**config.mk**
```make
export PLATFORM = sky130hd
export DESIGN_NAME = thumb_relocation_patcher
export DESIGN_NICKNAME = d
export VERILOG_FILES = /design/src/hw/rtl/trp_pkg.sv /design/src/hw/rtl/trp_decode.sv /design/src/hw/rtl/trp_arith.sv /design/src/hw/rtl/trp_format.sv /design/src/hw/rtl/thumb_relocation_patcher.sv
export SDC_FILE = /design/constraint.sdc
export NUM_CORES = 1
export LEC_CHECK = 0
export ABC_CLOCK_PERIOD_IN_PS = 4900
export BUFFER_PORTS_ARGS = -buffer_cell sky130_fd_sc_hd__clkbuf_2
export CORE_MARGIN = 5
export CORE_UTILIZATION = 55
export DETAILED_ROUTE_END_ITERATION = 8
export PLACE_DENSITY = 0.84
export SETUP_SLACK_MARGIN = 0.4
export SLEW_MARGIN = 20
export SYNTH_ARGS = -nofsm -noshare
export SYNTH_HDL_FRONTEND = slang
export SYNTH_SLANG_ARGS = --single-unit
```
**constraint.sdc**
```tcl
create_clock -name clock -period 4.9 [get_ports clock]
set_input_delay 0.735 -clock clock [delete_from_list [all_inputs] [get_ports clock]]
set_output_delay 0.735 -clock clock [all_outputs]
set_load 0.01 [all_outputs]
```
**src/hw/rtl/trp_pkg.sv**
```systemverilog
// Shared types and constants of the Thumb relocation patcher.
package trp_pkg;

   // ELF relocation type codes
   localparam logic [7:0] TYPE_ABS32      = 8'd2;
   localparam logic [7:0] TYPE_THM_CALL   = 8'd10;
   localparam logic [7:0] TYPE_THM_JUMP24 = 8'd30;
   localparam logic [7:0] TYPE_THM_MOVW   = 8'd47;
   localparam logic [7:0] TYPE_THM_MOVT   = 8'd48;

   // Status codes
   localparam logic [1:0] ST_OK          = 2'd0;
   localparam logic [1:0] ST_RANGE       = 2'd1;
   localparam logic [1:0] ST_UNSUPPORTED = 2'd2;

   // Fixed Thumb pipeline offset of a branch
   localparam logic [31:0] PC_OFFSET = 32'd4;

   typedef enum logic [2:0] {
      OP_ABS32,
      OP_BRANCH,
      OP_MOVW,
      OP_MOVT,
      OP_BAD
   } op_type;

   typedef struct packed {
      logic [7:0]  action;
      logic [31:0] insn_word;
      logic [31:0] place_address;
      logic [31:0] symbol_address;
   } req_type;

   typedef struct packed {
      logic [31:0] patched_word;
      logic [1:0]  status;
   } rsp_type;

   // Decode stage contents
   typedef struct packed {
      op_type      op;
      logic [31:0] word;
      logic [31:0] place4;
      logic [31:0] sym;
      logic [31:0] addend;
   } dec_type;

   // Adder stage contents
   typedef struct packed {
      op_type      op;
      logic [31:0] word;
      logic [31:0] sum;
   } sum_type;

endpackage

```
**src/hw/rtl/trp_decode.sv**
```systemverilog
// Stage 1: type decode, MOVW/MOVT addend extraction, place + 4.
module trp_decode (
   input  logic              clock,
   input  logic              reset,
   input  logic              valid,
   input  trp_pkg::req_type  req,
   output logic              valid_ff,
   output trp_pkg::dec_type  dec_ff
);
   import trp_pkg::*;

   logic    valid_in;
   dec_type dec_in;
   op_type  op;
   logic [15:0] imm16;

   always_comb begin
      case (req.action)
         TYPE_ABS32:      op = OP_ABS32;
         TYPE_THM_CALL:   op = OP_BRANCH;
         TYPE_THM_JUMP24: op = OP_BRANCH;
         TYPE_THM_MOVW:   op = OP_MOVW;
         TYPE_THM_MOVT:   op = OP_MOVT;
         default:         op = OP_BAD;
      endcase
   end

   // imm4:i:imm3:imm8 spread over both halfwords
   assign imm16 = {req.insn_word[3:0], req.insn_word[10], req.insn_word[30:28],
                   req.insn_word[23:16]};

   always_comb begin
      valid_in       = valid;
      dec_in.op      = op;
      dec_in.word    = req.insn_word;
      dec_in.place4  = req.place_address + PC_OFFSET;
      dec_in.sym     = req.symbol_address;
      dec_in.addend  = {{16{imm16[15]}}, imm16};
   end

   always_ff @(posedge clock) begin
      if (reset) begin
         valid_ff <= 1'b0;
      end else begin
         valid_ff <= valid_in;
      end
   end

   always_ff @(posedge clock) begin
      dec_ff <= dec_in;
   end

endmodule

```
**src/hw/rtl/trp_arith.sv**
```systemverilog
// Stage 2: one shared 32-bit adder for all relocation kinds.
module trp_arith (
   input  logic              clock,
   input  logic              reset,
   input  logic              valid,
   input  trp_pkg::dec_type  dec,
   output logic              valid_ff,
   output trp_pkg::sum_type  sum_ff
);
   import trp_pkg::*;

   logic        valid_in;
   sum_type     sum_in;
   logic [31:0] opa;
   logic [31:0] opb;
   logic        cin;

   always_comb begin
      case (dec.op)
         OP_ABS32: begin
            opa = dec.word;
            opb = dec.sym;
            cin = 1'b0;
         end
         OP_BRANCH: begin
            // sym - (place + 4)
            opa = dec.sym;
            opb = ~dec.place4;
            cin = 1'b1;
         end
         OP_MOVW, OP_MOVT: begin
            opa = dec.sym;
            opb = dec.addend;
            cin = 1'b0;
         end
         default: begin
            opa = dec.word;
            opb = '0;
            cin = 1'b0;
         end
      endcase
   end

   always_comb begin
      valid_in    = valid;
      sum_in.op   = dec.op;
      sum_in.word = dec.word;
      sum_in.sum  = opa + opb + {31'd0, cin};
   end

   always_ff @(posedge clock) begin
      if (reset) begin
         valid_ff <= 1'b0;
      end else begin
         valid_ff <= valid_in;
      end
   end

   always_ff @(posedge clock) begin
      sum_ff <= sum_in;
   end

endmodule

```
**src/hw/rtl/trp_format.sv**
```systemverilog
// Stage 3: range check, field insertion and the result register.
module trp_format (
   input  logic              clock,
   input  logic              reset,
   input  logic              valid,
   input  trp_pkg::sum_type  sum,
   output logic              valid_ff,
   output trp_pkg::rsp_type  rsp_ff
);
   import trp_pkg::*;

   logic        valid_in;
   rsp_type     rsp_in;
   logic [31:0] d;
   logic [31:0] w;
   logic        in_range;
   logic        s;
   logic        j1;
   logic        j2;
   logic [15:0] v16;
   logic [31:0] br_word;
   logic [31:0] mov_word;

   assign d = sum.sum;
   assign w = sum.word;

   // offset fits in 25 signed bits when bits 31:24 agree
   assign in_range = (d[31:24] == 8'h00) || (d[31:24] == 8'hFF);
   assign s        = d[24];
   assign j1       = ~(d[23] ^ s);
   assign j2       = ~(d[22] ^ s);
   assign br_word  = {w[31:30], j1, w[28], j2, d[11:1],
                      w[15:11], s, d[21:12]};

   assign v16      = (sum.op == OP_MOVT) ? d[31:16] : d[15:0];
   assign mov_word = {1'b0, v16[10:8], w[27:24], v16[7:0],
                      w[15:11], v16[11], w[9:4], v16[15:12]};

   always_comb begin
      rsp_in.patched_word = w;
      rsp_in.status       = ST_OK;
      case (sum.op)
         OP_ABS32: begin
            rsp_in.patched_word = d;
         end
         OP_BRANCH: begin
            if (in_range) begin
               rsp_in.patched_word = br_word;
            end else begin
               rsp_in.status = ST_RANGE;
            end
         end
         OP_MOVW, OP_MOVT: begin
            rsp_in.patched_word = mov_word;
         end
         default: begin
            rsp_in.status = ST_UNSUPPORTED;
         end
      endcase
   end

   assign valid_in = valid;

   always_ff @(posedge clock) begin
      if (reset) begin
         valid_ff <= 1'b0;
      end else begin
         valid_ff <= valid_in;
      end
   end

   always_ff @(posedge clock) begin
      rsp_ff <= rsp_in;
   end

endmodule

```
**src/hw/rtl/thumb_relocation_patcher.sv**
```systemverilog
// Top level of the Thumb/ARM ELF relocation patcher pipeline.
// rsp_strobe rises once a request has passed the decode, adder and format registers.
// Throughput: 1 request per cycle through the three register stages (decode, adder, format).
// busy stays low: the pipeline has no stall path, since results cannot be held off.
// Reset (synchronous, active high) clears the stage valid bits; payload is not reset.
module thumb_relocation_patcher (
   input  logic              clock,
   input  logic              reset,
   input  logic              start,
   output logic              busy,
   input  trp_pkg::req_type  req_payload,
   output logic              rsp_strobe,
   output trp_pkg::rsp_type  rsp_payload
);
   import trp_pkg::*;

   logic    accept;
   logic    dec_valid;
   dec_type dec;
   logic    sum_valid;
   sum_type sum;

   // Every cycle can take a new request.
   assign busy   = 1'b0;
   assign accept = start && !busy;

   // Stage 1: decode the type, pull the MOVW/MOVT addend, form place + 4.
   trp_decode u_decode (
      .clock    (clock),
      .reset    (reset),
      .valid    (accept),
      .req      (req_payload),
      .valid_ff (dec_valid),
      .dec_ff   (dec)
   );

   // Stage 2: single 32-bit adder (word + sym, sym + addend or sym - place - 4).
   trp_arith u_arith (
      .clock    (clock),
      .reset    (reset),
      .valid    (dec_valid),
      .dec      (dec),
      .valid_ff (sum_valid),
      .sum_ff   (sum)
   );

   // Stage 3: branch range check, bit-field insertion, status; output register.
   trp_format u_format (
      .clock    (clock),
      .reset    (reset),
      .valid    (sum_valid),
      .sum      (sum),
      .valid_ff (rsp_strobe),
      .rsp_ff   (rsp_payload)
   );

endmodule

```
Yosys cells after proc, flatten, opt, wreduce, memory -nomap -nowiden
Index checks and enable logic that the tools add are counted.

Bitwise logic cells: 5. Muxes and demuxes: 9. Eq/ne operators: 12. Reduce and logical (&&, ||, !) cells: 9. Add/sub/neg operators: 3.

Operators by type and width (number): $pmux W32 S3 (2); $add A32 B1 Y32 (1); $add A32 B3 Y32 const B (1); $add A32 B32 Y32 (1); $mux W32 (1); $not A32 Y32 (1); $mux W30 (1); $eq A8 B6 Y1 const B (2); $mux W16 (1); $eq A3 B2 Y1 const B (4); $pmux W3 S4 (1); $eq A8 B2 Y1 const B (1); $eq A8 B4 Y1 const B (1); $eq A8 B5 Y1 const B (1); $eq A8 B8 Y1 const B (1); $logic_not A8 Y1 (1); $eq A3 B1 Y1 const B (2); $logic_not A3 Y1 (2); $reduce_or A2 Y1 (3); $reduce_or A3 Y1 (2); $pmux W2 S2 (1); $mux W1 (2); $not A1 Y1 (2); $xor A1 B1 Y1 (2); $logic_or A1 B1 Y1 (1).

Register bits after elaboration: 219. Input port bits: 107. Logic and storage cells: 51.

Longest topological paths before layout
Gate-level depths: netlist of the first run.

Depth after elaboration: 5. Mapped depth: 15. Depth with buffers taken out: 14.

By module
A second synthesis of the first run with hierarchy kept.

Cell total of the unflattened synthesis: 928. Area total of the unflattened synthesis: 8882.3 um^2.

By module, submodules not included: trp_arith (seq. area each 1361.3 um^2, cells each 497, area an instance 4157.7 um^2, times used 1); trp_decode (seq. area each 2001.9 um^2, cells each 232, area an instance 3007.9 um^2, times used 1); trp_format (seq. area each 700.7 um^2, cells each 197, area an instance 1705.4 um^2, times used 1); thumb_relocation_patcher (seq. area each 0.0 um^2, cells each 2, area an instance 11.3 um^2, times used 1).

Worst setup path after synthesis of the first run
No wires, ideal clock.

Kind: register to register. Start: register u_decode.dec_ff[128] (netlist name). End: register u_arith.sum_ff[16] (netlist name). Arrival: 3.591 ns. Setup slack: 1.237 ns. Path buffers: 3. Library setup time: 0.072 ns. Stages on the path, launching flop included: 16. Required time: 4.828 ns. Path through: dfxtp_1 -> clkbuf_1 -> nor2_1 -> or2_2 -> clkbuf_1 -> buf_1 -> mux2_2 -> fa_1 -> fa_1 -> a21oi_1 -> o21ai_2 -> a22o_2 -> a31o_1 -> a221o_1 -> a21oi_1 -> xnor2_1.

RTL lines: start: declaration (line trp_decode.sv:8) `output trp_pkg::dec_type dec_ff`; start signal: assignment (line trp_decode.sv:50) `dec_ff <= dec_in;`; end signal: assignment (line trp_arith.sv:60) `sum_ff <= sum_in;`; end: declaration (line trp_arith.sv:8) `output trp_pkg::sum_type sum_ff`.

==> flow_summary.yaml, run 1 <==
placement:
  dpl_worst_slack_ps: 968
  gp_congestion: 0.927
  hpwl_um: 16600
  port_buffers: 141
  dpl.cell_count: 1149
clock_tree:
  clkLatencyLatePin_ps: 480
  htreeDepth: 1
  cts_hold_buf: 0
  clk_pin_slew_ps: 60
  root_buffer: "clkbuf_16"
  cts_sinks: 203
  cts_buffer_depth: 3
  post_cts_buffers: 0
  cts_tree: "built"
  post_cts_resize_count: 0
  cts_buffers: 21
pwr:
  comb_power_share_pct: 7.7
  vdd_drop_max_mv: 0.230
  clockPowerShare_pct: 39.9
  p_seq_share_pct: 52.4
  sw_frac_of_total_pct: 22.7
  p_leak_uw: 0.00441
  p_int_uw: 2680
  p_switching_uw: 786
  p_per_area_mw_per_mm2: 352
layout:
  drive_gt1_share_pct: 24.7
  syn2layout_area_growth_pct: 16.8
  num-fill-cells: 1236
  final_cell_count_no_fill: 1183
  nets: 1124
critical_path:
  critical_path_class: "flip-flop to flip-flop"
  cp_data_arrival_time_ps: 4410
  critPathMaxStageDelay_ps: 790
  crit_path_start_kind: "flip-flop"
  crit_chain: "or2_2, buf_4, mux2_2, ha_1, a21oi_1, o21bai_1, a21oi_1, o21ai_0, a31oi_1, mux2_2, a311oi_2"
  end_kind: "flip-flop"
  path_delay_family: "compound AO/OA/AOI/OAI gates"
  ff2ff_path_depth: 11
  path_max_fanout: 25
  cp.depth: 11
  cpMaxStageDelayCell: "dfxtp_1"
  path_buf_inv: 1
  crit_required_ps: 5280
global_routing:
  grt_pass1_wl_um: 33800
  grt_pass1_vias: 6412
  grt_max_degree: 50
  antenna_found_initial: 0
  grt.total_usage_pct: 23.4
  overflow: 0
floorplan:
  die_area_mm2: 0.0179
  fp.dieW_um: 134
  core_area_mm2: 0.0151
  start_util_pct: 55.7
  ios: 143
  die_h_um: 134
  rows: 45
route:
  ant_nets: 0
  routedWlPerCell_um: 17.9
  drt_iter0_drc: 949
  first_pass_iters: 8
  vias_per_cell: 5.60
  route.detailed.drc: 0
  wl_um: 21200
  via_count: 6619
hold_path:
  whs_path_depth: 1
  hp-class: "input port to flip-flop"
yosys:
  ys_warn_count: 0
  avgSynthCellArea_um2: 9.85
  ys_types: 66
  synth.net_count: 996
  async_flop_share_pct: 0
  synth_area_leaders: "dfxtp_1 48%, mux2_2 6.1%, ha_1 4.6%, xnor2_1 4.1%, a21oi_1 3.8%"
  synth_edf_count: 0
  netlist_area_mm2: 0.00843
  synth_common_cells: "203 x dfxtp_1, 84 x nor2_1, 64 x a21oi_1"
  synth_seq_cells: 203
  yosysMostFrequentCell: "dfxtp_1"
  synth-seq-area-share_pct: 48.2
  synth_top_area_share_pct: 48.2
  netlist_instances: 856
  yosysTopAreaCell: "dfxtp_1"
  ys.flop_type: "dfxtp_1"
timing:
  hold_viol: 0
  timing.fmax_mhz: 248
  slew_headroom_pct: 41.8
  finalSetupTns_ps: 0
  tightestPinTransition_ps: 872
  rsz0062_at_grt: "false"
  worst_slack_ps: 875
  fin_crit_ps: 4030
  setup_viol: 0
  final_min_period_over_clock_period_pct: 82.2
  skew_ps: 16.9
  slew_violations: 0
flow_run:
  cap_violations: 0
run_status:
  status: "completed"
[layer usage]
layer	part of all wire, %	vias to the layer above	GRT usage (%)
met1	45	2970	33.9
met4	2.8	0	7.66
met5	0	-	0
met2	43	329	35.7
met3	8.9	40	3.75
li1	-	3280	-
[cells by family (layout without fill, tap and decap cells)]
family | Yosys count | count (layout) | synth area share, %
AND/OR/NAND/NOR | 225 | 225 | 12.7
flip-flops | 203 | 203 | 48.2
AO/OA/AOI/OAI | 198 | 198 | 16.4
buffers and inverters | 77 | 215 | 3.61
multiplexers | 63 | 63 | 8.18
XOR/XNOR | 56 | 56 | 5.82
adder cells (fa/ha/maj) | 33 | 33 | 5.07
other | 1 | 2 | 0.0445
[power by group through the flow]
stage | clock, µW | combinational (µW) | sequential (µW)
2_1_floorplan | 0 | 157 | 1820
3_3_place_gp | 0 | 256 | 1850
3_5_place_dp | 0 | 261 | 1850
4_1_cts | 1410 | 265 | 1810
5_1_grt | 1470 | 295 | 1820
6_report | 1380 | 267 | 1820
[through the flow]
step / hold WS [ps] / total power, µW / cell area [µm²] / util (%)
2_1_floorplan: 326 / 1980 / 8430 / -
3_3_place_gp: 342 / 2100 / 9240 / 61.0
5_1_grt: 341 / 3590 / 9840 / 65.0
3_5_place_dp: 349 / 2110 / 9250 / 61.1
4_1_cts: 341 / 3480 / 9840 / 65.0
6_report: 349 / 3460 / 9850 / 65.0
[worst paths after layout]
path                        start                   to  slack [ps]
max          u_decode.dec_ff[130]   u_arith.sum_ff[30]         870
min               req_payload[11]  u_decode.dec_ff[43]         350
max reg2reg  u_decode.dec_ff[130]   u_arith.sum_ff[30]         870
min reg2reg  u_decode.dec_ff[109]   u_arith.sum_ff[45]         360
[cells in the final DEF, fill, tap and decap left out, types with 4 or more instances in the layout]
| cell | count |
|---|---|
| a211oi_2 | 4 |
| a21o_1 | 15 |
| a21oi_1 | 64 |
| a221o_1 | 7 |
| a222oi_1 | 17 |
| a22oi_1 | 7 |
| and2_1 | 4 |
| and3_1 | 8 |
| buf_4 | 5 |
| clkbuf_1 | 6 |
| clkbuf_16 | 21 |
| clkbuf_2 | 141 |
| dfxtp_1 | 202 |
| ha_1 | 31 |
| inv_1 | 36 |
| mux2_2 | 46 |
| mux2i_1 | 16 |
| nand2_1 | 57 |
| nand2b_1 | 6 |
| nand3_1 | 15 |
| nand4_1 | 12 |
| nor2_1 | 84 |
| nor2b_1 | 8 |
| nor3_1 | 7 |
| nor4_1 | 5 |
| o211ai_1 | 6 |
| o21a_1 | 17 |
| o21ai_0 | 24 |
| o21ai_1 | 5 |
| o21bai_1 | 5 |
| xnor2_1 | 39 |
| xor2_1 | 17 |
[area by class of cell]
| cell class | count | area [µm²] | share of cell area [%] |
|---|---|---|---|
| clock inverter | 5 | 35.0 | 0.356 |
| inverter | 36 | 135 | 1.37 |
| multi-input combinational | 576 | 4070 | 41.3 |
| antenna | 1 | 2.50 | 0.0254 |
| timing repair buffer | 146 | 743 | 7.55 |
| sequential | 203 | 4070 | 41.3 |
| tap | 188 | 235 | 2.39 |
| clock buffer | 28 | 562 | 5.71 |
[state kept, by name (all words and copies together), names as in the netlist]
name and cells:
u_arith.valid_ff 1, u_format.rsp_ff 34, u_decode.dec_ff 99, u_decode.valid_ff 1, u_format.valid_ff 1, u_arith.sum_ff 67
(Power assumes the default switching activity.)
==> run 2, diff against run 1 <==
--- a/config.mk
+++ b/config.mk
@@ -5,7 +5,7 @@
 export SDC_FILE = /design/constraint.sdc
 export NUM_CORES = 1
 export LEC_CHECK = 0
-export ABC_CLOCK_PERIOD_IN_PS = 4900
+export ABC_CLOCK_PERIOD_IN_PS = 4100
 export BUFFER_PORTS_ARGS = -buffer_cell sky130_fd_sc_hd__clkbuf_2
 export CORE_MARGIN = 5
 export CORE_UTILIZATION = 55
==> constraint.sdc (replaced) <==
create_clock -name clock -period 4.1 [get_ports clock]
set_input_delay 0.615 -clock clock [delete_from_list [all_inputs] [get_ports clock]]
set_output_delay 0.615 -clock clock [all_outputs]
set_load 0.01 [all_outputs]
==> run 2 against run 1 <==
  * Register-to-register slack got worse by 300 ps
  * Via count rose by 1.9%
  * Flip-flop and latch count is the same
  * Final cell count increased by 0.51%
  * Combinational power up 21%
  * Sequential power up 19%
  * Design area increased by 1.8%
  * Total power grew 29%
  * Critical endpoint is now u_arith.sum_ff[16]
  * Highest routed layer unchanged
==> flow_summary.yaml, run 2 (synthesis results as in run 1) <==
run_status:
  status: "completed"
floorplan:
  die_area_mm2: 0.0179
  start_util_pct: 55.7
  ios: 143
  die_h_um: 134
  fp.dieW_um: 134
  core_area_mm2: 0.0151
  rows: 45
placement:
  gp_congestion: 0.961
  dpl_worst_slack_ps: 479
  dpl.cell_count: 1152
  port_buffers: 141
  hpwl_um: 16500
timing:
  fin_crit_ps: 3520
  setup_viol: 0
  slew_headroom_pct: 42.6
  tightestPinTransition_ps: 860
  final_min_period_over_clock_period_pct: 86.0
  slew_violations: 0
  hold_viol: 0
  skew_ps: 16.7
  whs_ps: 211
  finalSetupTns_ps: 0
  worst_slack_ps: 576
  timing.fmax_mhz: 284
  rsz0062_at_grt: "false"
route:
  routedWlPerCell_um: 18.2
  ant_nets: 0
  route.detailed.drc: 0
  vias_per_cell: 5.67
  via_count: 6744
  wl_um: 21700
  drt_iter0_drc: 699
  first_pass_iters: 7
global_routing:
  grt_use_met3_pct: 4.13
  overflow: 0
  antenna_found_initial: 0
  grt.total_usage_pct: 24.0
  grt_max_degree: 52
  grt_pass1_vias: 6694
  busiest_layer: "met2"
  grtUsageMet2_pct: 38.6
  grtUsageMet1_pct: 32.8
  grt_pass1_wl_um: 34600
clock_tree:
  cts_sinks: 203
  cts_tree: "built"
  clkLatencyLatePin_ps: 500
  post_cts_buffers: 0
  root_buffer: "clkbuf_16"
  clk_pin_slew_ps: 60
  cts_buffer_depth: 3
  cts_buffers: 21
  htreeDepth: 1
  cts_hold_buf: 0
critical_path:
  timing.rr.end: "u_arith.sum_ff[16]"
  reg2reg_from: "u_decode.dec_ff[128]"
  critical_path_class: "flip-flop to flip-flop"
  critPathMaxStageDelay_ps: 450
  crit_path_start_kind: "flip-flop"
  crit_chain: "nor2_1, or2_4, mux2_2, fa_1, fa_1, a21oi_1, o21ai_2, a22o_2, a31o_1, a221o_1, a21oi_1, xnor2_1"
  rrSetupSlack_ps: 580
  cpMaxStageDelayCell: "dfxtp_2"
  crit_end: "u_arith.sum_ff[16]"
  ff2ff_path_depth: 12
  cp_data_arrival_time_ps: 3950
  crit_required_ps: 4520
  path_max_fanout: 13
  end_kind: "flip-flop"
  crit_start: "u_decode.dec_ff[128]"
layout:
  final_common_cell: "dfxtp_1"
  nets: 1127
  final_cell_count_no_fill: 1189
  reg.largest.list: "u_decode.dec_ff (99), u_arith.sum_ff (67), u_format.rsp_ff (34)"
  regMostFlops: "u_decode.dec_ff"
  drive_gt1_share_pct: 25.5
  syn2layout_area_growth_pct: 18.9
  largest_register_ffs: 99
  layout_common_cells: "202 x dfxtp_1, 141 x clkbuf_2, 84 x nor2_1, 64 x a21oi_1, 57 x nand2_1"
pwr:
  p_per_area_mw_per_mm2: 447
  vdd_drop_max_mv: 0.434
  p_leak_uw: 0.00450
  total_power_uw: 4490
flow_run:
  cap_violations: 0
hold_path:
  hp-class: "input port to flip-flop"
[run 2: changes by cell type in the layout (fill, tap and decap cells not counted), sizes merged]
cell / before / now
buf: 5 / 8
inv: 36 / 37
clkbuf: 169 / 168
bufinv: 0 / 4
clkinv: 4 / 3
[run 2: cell type report]
class,instances,area (µm²)
diodes,1,2.50
clock buffers,27,578
clock inverters,9,163
fillers,1202,5120
inverters,36,135
multi-input cells,576,4080
flip-flops and latches,203,4070
well taps,188,235
repair buffers,149,769
[run 2: critical path, delay by kind of cell, from the launching register on]
family / cells / cell delay [ps]
xor gates and xnor gates: 1 / 130
AOI/OAI and AO/OA: 6 / 1350
adders and majority gates: 2 / 830
and+or+nand+nor: 2 / 400
muxes: 1 / 300
DFF: 1 / 450
[run 2: report_power, final]
group	switching, µW	internal (µW)	total, µW
combinational	166	156	322
sequential	80.4	2090	2170
clock	744	1250	2000
[run 2: worst min-delay path by stage]
stage                              start              endpoint  slack (ps)  depth (start not counted)
finish                   req_payload[73]  u_decode.dec_ff[105]         210                          1
global route             req_payload[73]  u_decode.dec_ff[105]         200                          1
CTS                      req_payload[73]  u_decode.dec_ff[105]         200                          1
detailed placement  u_decode.dec_ff[110]    u_arith.sum_ff[46]         340                          0
global placement    u_decode.dec_ff[109]    u_arith.sum_ff[45]         340                          0
floorplan           u_decode.dec_ff[100]    u_arith.sum_ff[36]         330                          0
[run 2: routing by layer]
layer / routed length, µm / vias to the layer above
met5: 0 / -
met3: 1990 / 53
met4: 639 / 0
met1: 9420 / 3058
met2: 9620 / 349
li1: - / 3284
[run 2: what timing repair did]
| item | in CTS | in global routing |
|---|---|---|
| endpoints found under the setup margin | 0 | 8 |
| endpoints found under the hold margin | 0 | 0 |
| gates resized for setup | 0 | 4 |
[run 2: per-stage QoR]
stage | instance area (µm²) | util (%)
global route | 10000 | 66.2
global placement | 9270 | 61.2
detailed placement | 9270 | 61.2
CTS | 10000 | 66.1
finish | 10000 | 66.2
floorplan | 8430 | -
==> run 3, diff against run 2 <==
--- a/config.mk
+++ b/config.mk
@@ -5,6 +5,7 @@
 export SDC_FILE = /design/constraint.sdc
 export NUM_CORES = 1
 export LEC_CHECK = 0
+export ABC_AREA = 1
 export ABC_CLOCK_PERIOD_IN_PS = 4100
 export BUFFER_PORTS_ARGS = -buffer_cell sky130_fd_sc_hd__clkbuf_2
 export CORE_MARGIN = 5
==> run 3 against run 2 <==
  * Critical path depth grew 5
  * Core utilization grew 0.15 points
  * Critical path type unchanged
  * Total power shrank 2.2%
  * Setup slack gained 500 ps
  * Non-clock buffer count shrank 4
  * Sequential power is essentially flat
  * Hold slack gained 3.2 ps
  * Maximum frequency grew 17%
  * Via count grew 23%
  * Area after synthesis grew 7.0%
  * Register-to-register slack gained 500 ps
==> flow_summary.yaml, run 3 <==
run_status:
  status: "completed"
clock_tree:
  htreeDepth: 1
  clkLatencyLatePin_ps: 500
  post_cts_resize_count: 0
  root_buffer: "clkbuf_16"
  cts_buffers: 21
  cts_hold_buf: 0
  post_cts_buffers: 0
  cts_tree: "built"
  cts_buffer_depth: 3
  clk_pin_slew_ps: 70
  cts_sinks: 203
route:
  first_pass_iters: 5
  via_count: 8281
  vias_per_cell: 5.21
  drt_iter0_drc: 660
  route.detailed.drc: 0
  routedWlPerCell_um: 15.6
  ant_nets: 0
  wl_um: 24900
timing:
  slew_headroom_pct: 46.7
  fin_crit_ps: 3020
  finalSetupTns_ps: 0
  timing.fmax_mhz: 331
  rsz0062_at_grt: "false"
  tightestPinTransition_ps: 797
  hold_viol: 0
  slew_violations: 0
  final_min_period_over_clock_period_pct: 73.7
  skew_ps: 17.2
  setup_viol: 0
layout:
  syn2layout_area_growth_pct: 17.6
  multiInputGateArea_mm2: 0.00418
  regMostFlops: "u_decode.dec_ff"
  register_area_mm2: 0.00406
  final_common_cell: "nand2_1"
  layout_common_cells: "427 x nand2_1, 203 x dfxtp_1, 175 x inv_1, 141 x clkbuf_2"
  num_antenna_cells: 0
  largest_register_ffs: 99
  fin_util_pct: 66.4
  drive_gt1_share_pct: 14.8
  num-fill-cells: 1424
  nets: 1502
  reg.largest.list: "u_decode.dec_ff (99), u_arith.sum_ff (67), u_format.rsp_ff (34)"
global_routing:
  grt_pass1_vias: 8002
  grt_max_degree: 54
  overflow: 0
  antenna_found_initial: 2
  grt_pass1_wl_um: 39300
  grt.total_usage_pct: 25.0
yosys:
  synth-seq-area-share_pct: 45.0
  yosysMostFrequentCell: "nand2_1"
  synth.net_count: 1358
  synthSimpleGateAreaFrac_pct: 30.1
  synth_seq_cells: 203
  synth-compound-area-share_pct: 7.03
  async_flop_share_pct: 0
  synth_edf_count: 0
  synthXorXnorAreaFrac_pct: 4.37
  ys_types: 44
  synth_adder_area_share_pct: 4.74
  synth_common_cells: "427 x nand2_1, 203 x dfxtp_1, 175 x inv_1"
  synth_area_leaders: "dfxtp_1 45%, nand2_1 18%, inv_1 7.3%, ha_1 4.3%, nand3_1 4.0%"
  synth_top_area_share_pct: 45.0
  synth_top_family_by_area: "simple AND/OR/NAND/NOR gates"
  synthMuxAreaShare_pct: 0
  yosysTopAreaCell: "dfxtp_1"
  avgSynthCellArea_um2: 7.41
  ys_warn_count: 0
  ys.flop_type: "dfxtp_1"
  netlist_area_mm2: 0.00902
  netlist_instances: 1218
hold_path:
  whs_path_depth: 1
  hp-class: "input port to flip-flop"
pwr:
  p_leak_uw: 0.00567
  vdd_drop_max_mv: 0.306
  p_per_area_mw_per_mm2: 413
placement:
  port_buffers: 141
  gp_congestion: 1.01
  hpwl_um: 19800
critical_path:
  ff2ff_path_depth: 17
  crit_required_ps: 4480
  path_max_fanout: 15
  critical_path_class: "flip-flop to flip-flop"
  crit_path_start_kind: "flip-flop"
  cp_data_arrival_time_ps: 3400
  end_kind: "flip-flop"
floorplan:
  fp.dieW_um: 138
  die_h_um: 138
  ios: 143
  die_area_mm2: 0.0191
  rows: 46
  core_area_mm2: 0.0160
  start_util_pct: 56.4
flow_run:
  cap_violations: 0
run 3: cell count changes after synthesis, moves of 22 or more:
cell,before,now
nand3_1,15,72
nand2_1,57,427
o221ai_1,1,23
inv_1,36,175
a21oi_1,64,21
mux2_2,46,0
xnor2_1,39,15
run 3: layout make-up:
class | count | share of cell area (%)
multi-input combinational | 813 | 39.4
sequential | 203 | 38.3
timing repair buffer | 145 | 6.93
inverter | 178 | 6.29
clock buffer | 29 | 5.51
tap | 216 | 2.55
clock inverter | 6 | 1.05
run 3: logic make-up (layout without fill, tap and decap cells):
| logic type | after synthesis | after routing |
|---|---|---|
| AND/OR/NAND/NOR | 637 | 637 |
| adder cells (fa/ha/maj) | 33 | 33 |
| buffers and inverters | 202 | 358 |
| XOR/XNOR | 45 | 45 |
| other | 1 | 1 |
| AO/OA/AOI/OAI | 97 | 97 |
| flip-flops | 203 | 203 |
run 3: metrics by stage:
stage,setup slack [ps],instance area [µm²],instances,hold slack [ps],power (µW)
6_report,1080,10600,1590,214,4390
3_5_place_dp,1190,9920,1555,343,2510
5_1_grt,766,10600,1590,200,4540
2_1_floorplan,1440,9020,1218,331,2340
4_1_cts,1140,10600,1590,200,4410
3_3_place_gp,1260,9920,1555,341,2510
run 3: routing by layer:
layer  vias up  part of all wire, %  GRT usage, %
li1       4127                    -             -
met1      3653                   42          32.6
met2       420                   44          40.7
met3        77                  9.5          5.07
met4         4                  4.4          10.6
met5         -                0.084             0
run 3: report_power, final:
part	leakage (µW)	total, µW	internal, µW	switching, µW
registers	0.00171	2160	2090	74.9
clock network	0.000337	1910	1180	725
logic	0.00362	316	125	191
total	0.00567	4390	3400	991
run 3: worst max-delay path, stage by stage, from the launching register on:
cell      delay, ps
dfxtp_1         380
inv_1           100
nand2_1         100
inv_1           220
nand2_1         130
o221ai_1        140
fa_1            520
fa_1            470
nand3_1         100
nand3_1         110
nand2_1          90
nand2_1         110
nand2_1          90
nand2_1          80
nand2_1         110
nand2_1          60
nand2_1          50
nand2_1          50
run 3: path summary, 6_finish.rpt:
check | start | to | slack (ps)
worst max-delay path | u_decode.dec_ff[130] | u_arith.sum_ff[20] | 1080
worst min-delay path | req_payload[25] | u_decode.dec_ff[57] | 210
worst max register to register | u_decode.dec_ff[130] | u_arith.sum_ff[20] | 1080
worst min register to register | u_decode.dec_ff[111] | u_arith.sum_ff[47] | 350
